`config.mk`:
```
export PLATFORM = sky130hd
export DESIGN_NAME = hxf_out_stage
export DESIGN_NICKNAME = d
export VERILOG_FILES = /design/src/design/hxf_pkg.sv /design/src/design/hxf_out_stage.sv
export SDC_FILE = /design/constraint.sdc
export NUM_CORES = 2
export LEC_CHECK = 0
export BUFFER_PORTS_ARGS = -buffer_cell sky130_fd_sc_hd__buf_2
export CAP_MARGIN = 25
export CORE_AREA = 10 10 469 471
export DETAILED_ROUTE_END_ITERATION = 12
export DIE_AREA = 0 0 479 481
export HOLD_SLACK_MARGIN = 0.15
export PLACE_DENSITY_LB_ADDON = 0.2
export SLEW_MARGIN = 20
export SYNTH_ARGS = -nofsm -noshare
export SYNTH_HDL_FRONTEND = slang
export SYNTH_SLANG_ARGS = --single-unit
export TNS_END_PERCENT = 5
```
`constraint.sdc`:
```
create_clock -name clk -period 5.3 [get_ports clk]
set_input_delay 0.265 -clock clk [delete_from_list [all_inputs] [get_ports clk]]
set_output_delay 0.265 -clock clk [all_outputs]
set_load 0.01 [all_outputs]
```
`src/design/hxf_pkg.sv`:
```
// ----------------------------------------------------------------------------
// hxf_pkg
// Shared types and constants for the 4x4 homogeneous transform block.
// ----------------------------------------------------------------------------
package hxf_pkg;

  localparam int DIM       = 4;
  localparam int FRAC_BITS = 16;

  localparam int WORD_W   = 32;
  localparam int IDX_W    = (DIM > 2) ? 2 : 1;
  localparam int PROD_W   = 2 * WORD_W;
  // exact sum of DIM products plus rounding constant, with one spare bit
  localparam int SUM_W    = PROD_W + $clog2(DIM) + 1;

  localparam int IN_TDATA_W  = 168;
  localparam int IN_TUSER_W  = 2;
  localparam int OUT_TDATA_W = 160;

  typedef logic signed [WORD_W-1:0] word_t;
  typedef logic signed [PROD_W-1:0] prod_t;

  typedef enum logic [1:0] {
    FN_WRITE = 2'd0,
    FN_READ  = 2'd1,
    FN_IDENT = 2'd2,
    FN_XFORM = 2'd3
  } func_t;

  localparam word_t COEF_ONE = word_t'(1 << FRAC_BITS);

  typedef struct packed {
    func_t       func;
    logic [1:0]  row;
    logic [1:0]  col;
    word_t       coeff;
    word_t [3:0] vec;
  } cmd_t;

  typedef struct packed {
    func_t                       func;
    word_t                       read_value;
    prod_t [DIM-1:0][DIM-1:0]    prod;
  } mac_t;

  typedef struct packed {
    word_t       read_value;
    word_t [3:0] r;
    logic        overflow;
  } res_t;

endpackage

```
`src/design/hxf_out_stage.sv`:
```
// ----------------------------------------------------------------------------
// hxf_out_stage
// Row sums, round to nearest (ties up), saturate to 32 bits (transform only), result register.
// ----------------------------------------------------------------------------
module hxf_out_stage
  import hxf_pkg::*;
(
  input  logic clk,
  input  logic rst_n,
  input  logic up_valid,
  output logic up_ready,
  input  mac_t up_mac,
  output logic dn_valid,
  input  logic dn_ready,
  output res_t dn_res
);

  localparam logic signed [SUM_W-1:0] HALF = SUM_W'(1) << (FRAC_BITS - 1);
  localparam word_t WORD_MAX = {1'b0, {(WORD_W-1){1'b1}}};
  localparam word_t WORD_MIN = {1'b1, {(WORD_W-1){1'b0}}};

  logic valid_r;
  res_t res_r;
  res_t res_c;

  assign up_ready = !valid_r || dn_ready;
  assign dn_valid = valid_r;
  assign dn_res   = res_r;

  always_comb begin
    logic signed [SUM_W-1:0] acc;
    logic signed [SUM_W-1:0] q;
    logic                    pos_ovf;
    logic                    neg_ovf;
    res_c            = '0;
    res_c.read_value = up_mac.read_value;
    for (int i = 0; i < DIM; i++) begin
      acc = HALF;
      for (int j = 0; j < DIM; j++) begin
        acc = acc + SUM_W'(up_mac.prod[i][j]);
      end
      q       = acc >>> FRAC_BITS;
      // upper bits must all match the 32-bit sign bit
      pos_ovf = !q[SUM_W-1] && (|q[SUM_W-2:WORD_W-1]);
      neg_ovf = q[SUM_W-1] && !(&q[SUM_W-2:WORD_W-1]);
      if (up_mac.func == FN_XFORM) begin
        if (pos_ovf) begin
          res_c.r[i] = WORD_MAX;
        end else if (neg_ovf) begin
          res_c.r[i] = WORD_MIN;
        end else begin
          res_c.r[i] = q[WORD_W-1:0];
        end
        res_c.overflow = res_c.overflow | pos_ovf | neg_ovf;
      end
    end
  end

  always_ff @(posedge clk) begin
    if (!rst_n) begin
      valid_r <= 1'b0;
    end else if (up_ready) begin
      valid_r <= up_valid;
    end
  end

  always_ff @(posedge clk) begin
    if (up_valid && up_ready) begin
      res_r <= res_c;
    end
  end

endmodule

```
---- After elaboration in Yosys (flattened, before gate mapping) ----
Cells that the tools add are included.
word-level totals
  register bits after elaboration ......... 162
  bits in latches ......................... 0
  RAM bits ................................ 0
  bits in read-only memories .............. 0
  input port bits ......................... 1062
  memories kept ........................... 0
operators by class
  add/subtract/negate cells ............... 16
  multipliers ............................. 0
  div/mod/pow operators ................... 0
  order comparisons ....................... 0
  equal/unequal tests ..................... 1
  shift-type cells ........................ 0
  muxes and demuxes ....................... 12
  bitwise logic cells ..................... 8
  reductions and logical operators ........ 31
operators with widths
  cell                      number
  $add A66 B64 Y67          4
  $add A67 B64 Y67          4
  $add A65 B64 Y66          4
  $add A17 B64 Y65 const A  4
  $mux W32                  4
  $mux W31                  4
  $reduce_and A20 Y1        4
  $reduce_or A20 Y1         4
  $logic_and A1 B1 Y1       9
  $logic_not A1 Y1          9
  $reduce_or A2 Y1          4
  $or A1 B1 Y1              7
  $mux W1                   4
  $eq A2 B2 Y1 const B      1
  $logic_or A1 B1 Y1        1
  $not A1 Y1                1

---- Longest topological paths before layout ----
  depth in word-level cells ............... 18
  gate-level depth with buffers ........... 22

---- Worst setup path after synthesis ----
OpenSTA, ideal clock, no wires.
  kind .................................... in2reg
  start ................................... in up_mac[29] in the netlist's numbering
  end ..................................... reg res_r, in the netlist dn_res[19], data pin
  library setup time ...................... 0.282 ns
  data arrival time ....................... 5.137 ns
  data required time ...................... 5.018 ns
  slack ................................... -0.119 ns
  cell stages on the path ................. 21
  path buffers ............................ 2
  path through ............................ inv_1 fa_1 inv_1 fa_1 ha_1 ha_1 buf_4 a21o_1 a211o_1 nor4_4 nor3_1 nor3_2 o211ai_2 or2_1 a221oi_1 xor2_2 or4_1 or4_4 nand2b_4 buf_6 a21oi_1
on the way
  cells in the longest elaborated chain, start to end .. 9
  elaborated cells on any way between the ends .. 12
RTL lines
  item                  line                 text
  from (decl)           hxf_out_stage.sv:12  input mac_t up_mac,
  $add A17 B64 Y65 (*)  hxf_out_stage.sv:40  acc = acc + SUM_W'(up_mac.prod[i][j]);
  $add A65 B64 Y66 (*)  hxf_out_stage.sv:40
  $add A66 B64 Y67 (*)  hxf_out_stage.sv:40
  $add A67 B64 Y67 (*)  hxf_out_stage.sv:40
  $reduce_and A20 Y1    hxf_out_stage.sv:45  neg_ovf = q[SUM_W-1] && !(&q[SUM_W-2:WORD_W-1]);
  $logic_not A1 Y1      hxf_out_stage.sv:45
  $logic_and A1 B1 Y1   hxf_out_stage.sv:45
  $mux W32              hxf_out_stage.sv:49  end else if (neg_ovf) begin
  $mux W31 (*)          hxf_out_stage.sv:47  if (pos_ovf) begin
  to (signal assigned)  hxf_out_stage.sv:69  res_r <= res_c;
  to (decl)             hxf_out_stage.sv:23  res_t res_r;
Mark *: on every way between the ends. The rest lies on a longest branch, timed or not.
A chain may end at the register's enable or synchronous reset.

---- Final worst setup path ----
  start ................................... in up_mac[643] in the netlist's numbering
  end ..................................... reg res_r, in the netlist dn_res[79], data pin
on the way
  cells in the longest elaborated chain, start to end .. 7
  elaborated cells on any way between the ends .. 10
RTL lines
  item                  line
  $add A66 B64 Y67 (*)  hxf_out_stage.sv:40
  $add A67 B64 Y67 (*)  hxf_out_stage.sv:40
  $reduce_and A20 Y1    hxf_out_stage.sv:45
  $logic_not A1 Y1      hxf_out_stage.sv:45
  $logic_and A1 B1 Y1   hxf_out_stage.sv:45
  $mux W32              hxf_out_stage.sv:49
  $mux W31 (*)          hxf_out_stage.sv:47
Marks and branches as above.

==> results by group <==
Place
  – Port bufs: 1224
  – Hpwl dp: 185000 µm
  – Placed insts: 8592
  – Final weighted congestion in routability-driven placement: 0.898
  – Setup WS pre-CTS: -1.18 ns

Power and ir drop
  – Seq pwr share: 7.3%
  – Total power: 24.6 mW
  – Max IR drop VDD: 231 µV
  – LEAKAGE: 26.3 nW
  – Switch Pwr: 12.5 mW
  – PD cells: 454 nW/µm²
  – Sw frac: 50.8%
  – Internal: 12.1 mW
  – Clock network fraction of total power: 5.6%
  – Combinational power share: 87.0%

Logic synthesis
  – Post-synth top area cell: fa_1
  – Post-Synth XOR/XNOR Area: 4.26%
  – Sequential share of the synthesized area: 13.3%
  – EDFF count, synth: 161
  – Area contributors post-synth: fa_1, ha_1, edfxtp_1, a21oi_1, inv_1
  – Synth Net Count: 5955
  – Yosys Warn Count: 0
  – Synth Area in Adders: 45.4%
  – Synth Area in Simple Gates: 12.1%
  – Post-synth top flop: edfxtp_1
  – Post-synthesis register bit count: 162
  – Cell Area, Synth: 36500 µm²
  – Synth top cells by count: fa_1, ha_1, inv_1, a21oi_1, nand2_1
  – Largest family of logic cells by synthesized area: adder cells
  – Synth top area share: 28.1%
  – Cell variety after synth: 106
  – Async S/R FF share, synth: 0%
  – Syn_area_per_cell: 9.43 µm²
  – Synth Area in Compound Gates: 18.2%
  – Cell count after synthesis: 3873
  – Post-synthesis mux area share: 0.247%
  – Cell with the most instances after synthesis: fa_1

Critical path
  – Crit-path cells: buf_2 -> fa_1 -> fa_1 -> ha_1 -> ha_1 -> nand4b_1 -> o221ai_4 -> a221oi_4 -> a2111oi_4 -> buf_4 -> o21bai_2 -> o21ai_4 -> a211oi_2 -> o41ai_2 -> xnor2_1 -> o2111ai_1 -> o41a_1 -> nor2b_2 -> buf_12 -> buf_12 -> a21o_1
  – Worst Path Class, Setup: input pin to flip-flop
  – CP peak stage delay: 0.56 ns
  – Crit path max fanout: 13
  – CP bufs+invs: 4
  – CP arrival: 5.52 ns
  – Critical Path End Type: flip-flop
  – Critical path's slowest cell: fa_1
  – Top cell family by delay on the critical path: compound AO/OA/AOI/OAI gates
  – Crit start category: input pin
  – CP required: 5.58 ns

Cells and area
  – Register area: 4850 µm²
  – Share of cells above drive strength 1: 39.9%
  – Area delta synth->final: 48.4%
  – Multi-input logic area: 30600 µm²
  – Non-filler cells, final: 8704
  – FILL cells: 23168
  – Fin nets: 7919
  – Fin util: 25.7%

Timing
  – Pins over their slew limit: 0
  – Final Hold Fails: 0
  – Final setup margin: 0.0583 ns
  – Max Fclk: 0.191 GHz
  – RSZ-0062 raised after global routing: true
  – Final Critical Period: 5.24 ns
  – Layout Skew: 0.0231 ns
  – Tcrit/Tclk final: 98.9%
  – Fin Hold WS: 0.397 ns
  – Slew @ Worst Pin: 0.905 ns
  – Endpoints failing setup: 0
  – Worst relative slew slack: 38.9%

Floorplanning
  – Die width: 479 µm
  – Ports: 1225
  – Die height: 481 µm
  – Starting Density: 17.3%
  – Die area: 230000 µm²
  – # rows: 169
  – Core Region: 211000 µm²

Clocking
  – CTS tree: built
  – Cts bufs inserted: 17
  – CTS HTree Levels: 4
  – Reg clk slew, reported paths: 0.11 ns
  – Clock Latency Late Sink: 0.56 ns
  – Clock Path Buffers: 2
  – Root Buffer: clkbuf_16
  – CTS sink cnt: 162

GRT
  – First-pass GRT wire length: 281000 µm
  – Largest net degree at the start of global routing: 78
  – GRT Total Usage: 16.6%
  – Congestion Overflow GR: 0
  – Initial antenna violation count: 129
  – Vias in the first global route: 39640

Outcome
  – Status: finished clean

Route
  – Aggregate routed wire length: 200000 µm
  – 1st-pass router iterations: 5
  – WL/cell: 22.9 µm
  – Routed via count: 36471
  – Via density per instance: 4.19
  – DRC violations left: 0
  – Final antenna-violating net count: 0
  – Iteration-0 DRC Markers: 1619

Worst hold path
  – Worst min path class: input pin to flip-flop

Run
  – Max_cap viols: 0
[state kept, by name, indices dropped and copies added (netlist names)]
register / flops
dn_res: 161
dn_valid: 1
[power groups by stage]
stage | combinational (mW) | sequential (mW) | clock [mW]
6_report | 21.4 | 1.80 | 1.39
5_1_grt | 23.6 | 1.83 | 1.49
4_1_cts | 20.9 | 1.81 | 1.47
3_5_place_dp | 20.5 | 1.84 | 0
3_3_place_gp | 20.6 | 1.84 | 0
2_1_floorplan | 10.9 | 1.92 | 0
[area by class of cell]
class	instances	share of cell area, %
inverter	482	3.34
sequential	162	8.95
clock inverter	15	0.291
multi-input combinational	3110	56.3
tap	2821	6.51
timing repair buffer	2064	23.6
antenna	33	0.152
clock buffer	17	0.784
[cells by family after synthesis]
logic type / Yosys count
mux: 9
buf+inv: 601
flops: 162
xor+xnor: 177
fa+ha+maj: 1020
simple gates: 878
compound gates: 1026
[cells in the final DEF, fill, tap and decap left out, types with 70 or more instances in the layout]
master / instances
a21o_1: 127
a21oi_1: 340
buf_2: 1222
buf_4: 783
edfxtp_1: 161
fa_1: 505
ha_1: 477
inv_1: 472
nand2_1: 258
nand4_1: 93
nor2_1: 179
o21ai_0: 138
xnor2_1: 102
xor2_1: 70
[per-layer routing]
layer | vias to the layer above | track usage [%] | wire length (µm)
met3 | 213 | 4.56 | 14000
met2 | 1126 | 29.3 | 98000
li1 | 17607 | - | -
met5 | - | 0 | 416
met1 | 17461 | 20.5 | 84500
met4 | 64 | 2.43 | 2670
[timing repair]
item	in CTS	in global routing
setup buffers	0	14
gates resized for setup	44	176
pin swaps	5	59
endpoints found under the hold margin	33	0
hold buffers	34	0
endpoints found under the setup margin	96	127
[worst reg2reg max path, delay by kind of cell (launching register included)]
family        cells  cell delay (ns)
simple gates      2             0.82
flops             1             0.32
buf+inv           1             0.40
[worst paths after layout]
| check | startpoint | to | slack (ns) | cells after the start |
|---|---|---|---|---|
| worst max-delay path | up_mac[643] | dn_res[79] | 0.06 | 21 |
| worst min register to register | dn_valid | dn_res[151] | 1.19 | 2 |
| worst max register to register | dn_valid | dn_res[101] | 3.16 | 3 |
| worst min-delay path | up_valid | dn_res[151] | 0.40 | 2 |
[metrics by stage]
stage	instance area (µm²)	TNS [ns]
after floorplan	36500	-0.257
after global placement	51900	-92.85
after detailed placement	51900	-86.73
after CTS	53100	-0.0396
after global routing	54200	-3.35
final	54200	0
(Power assumes the default switching activity.)
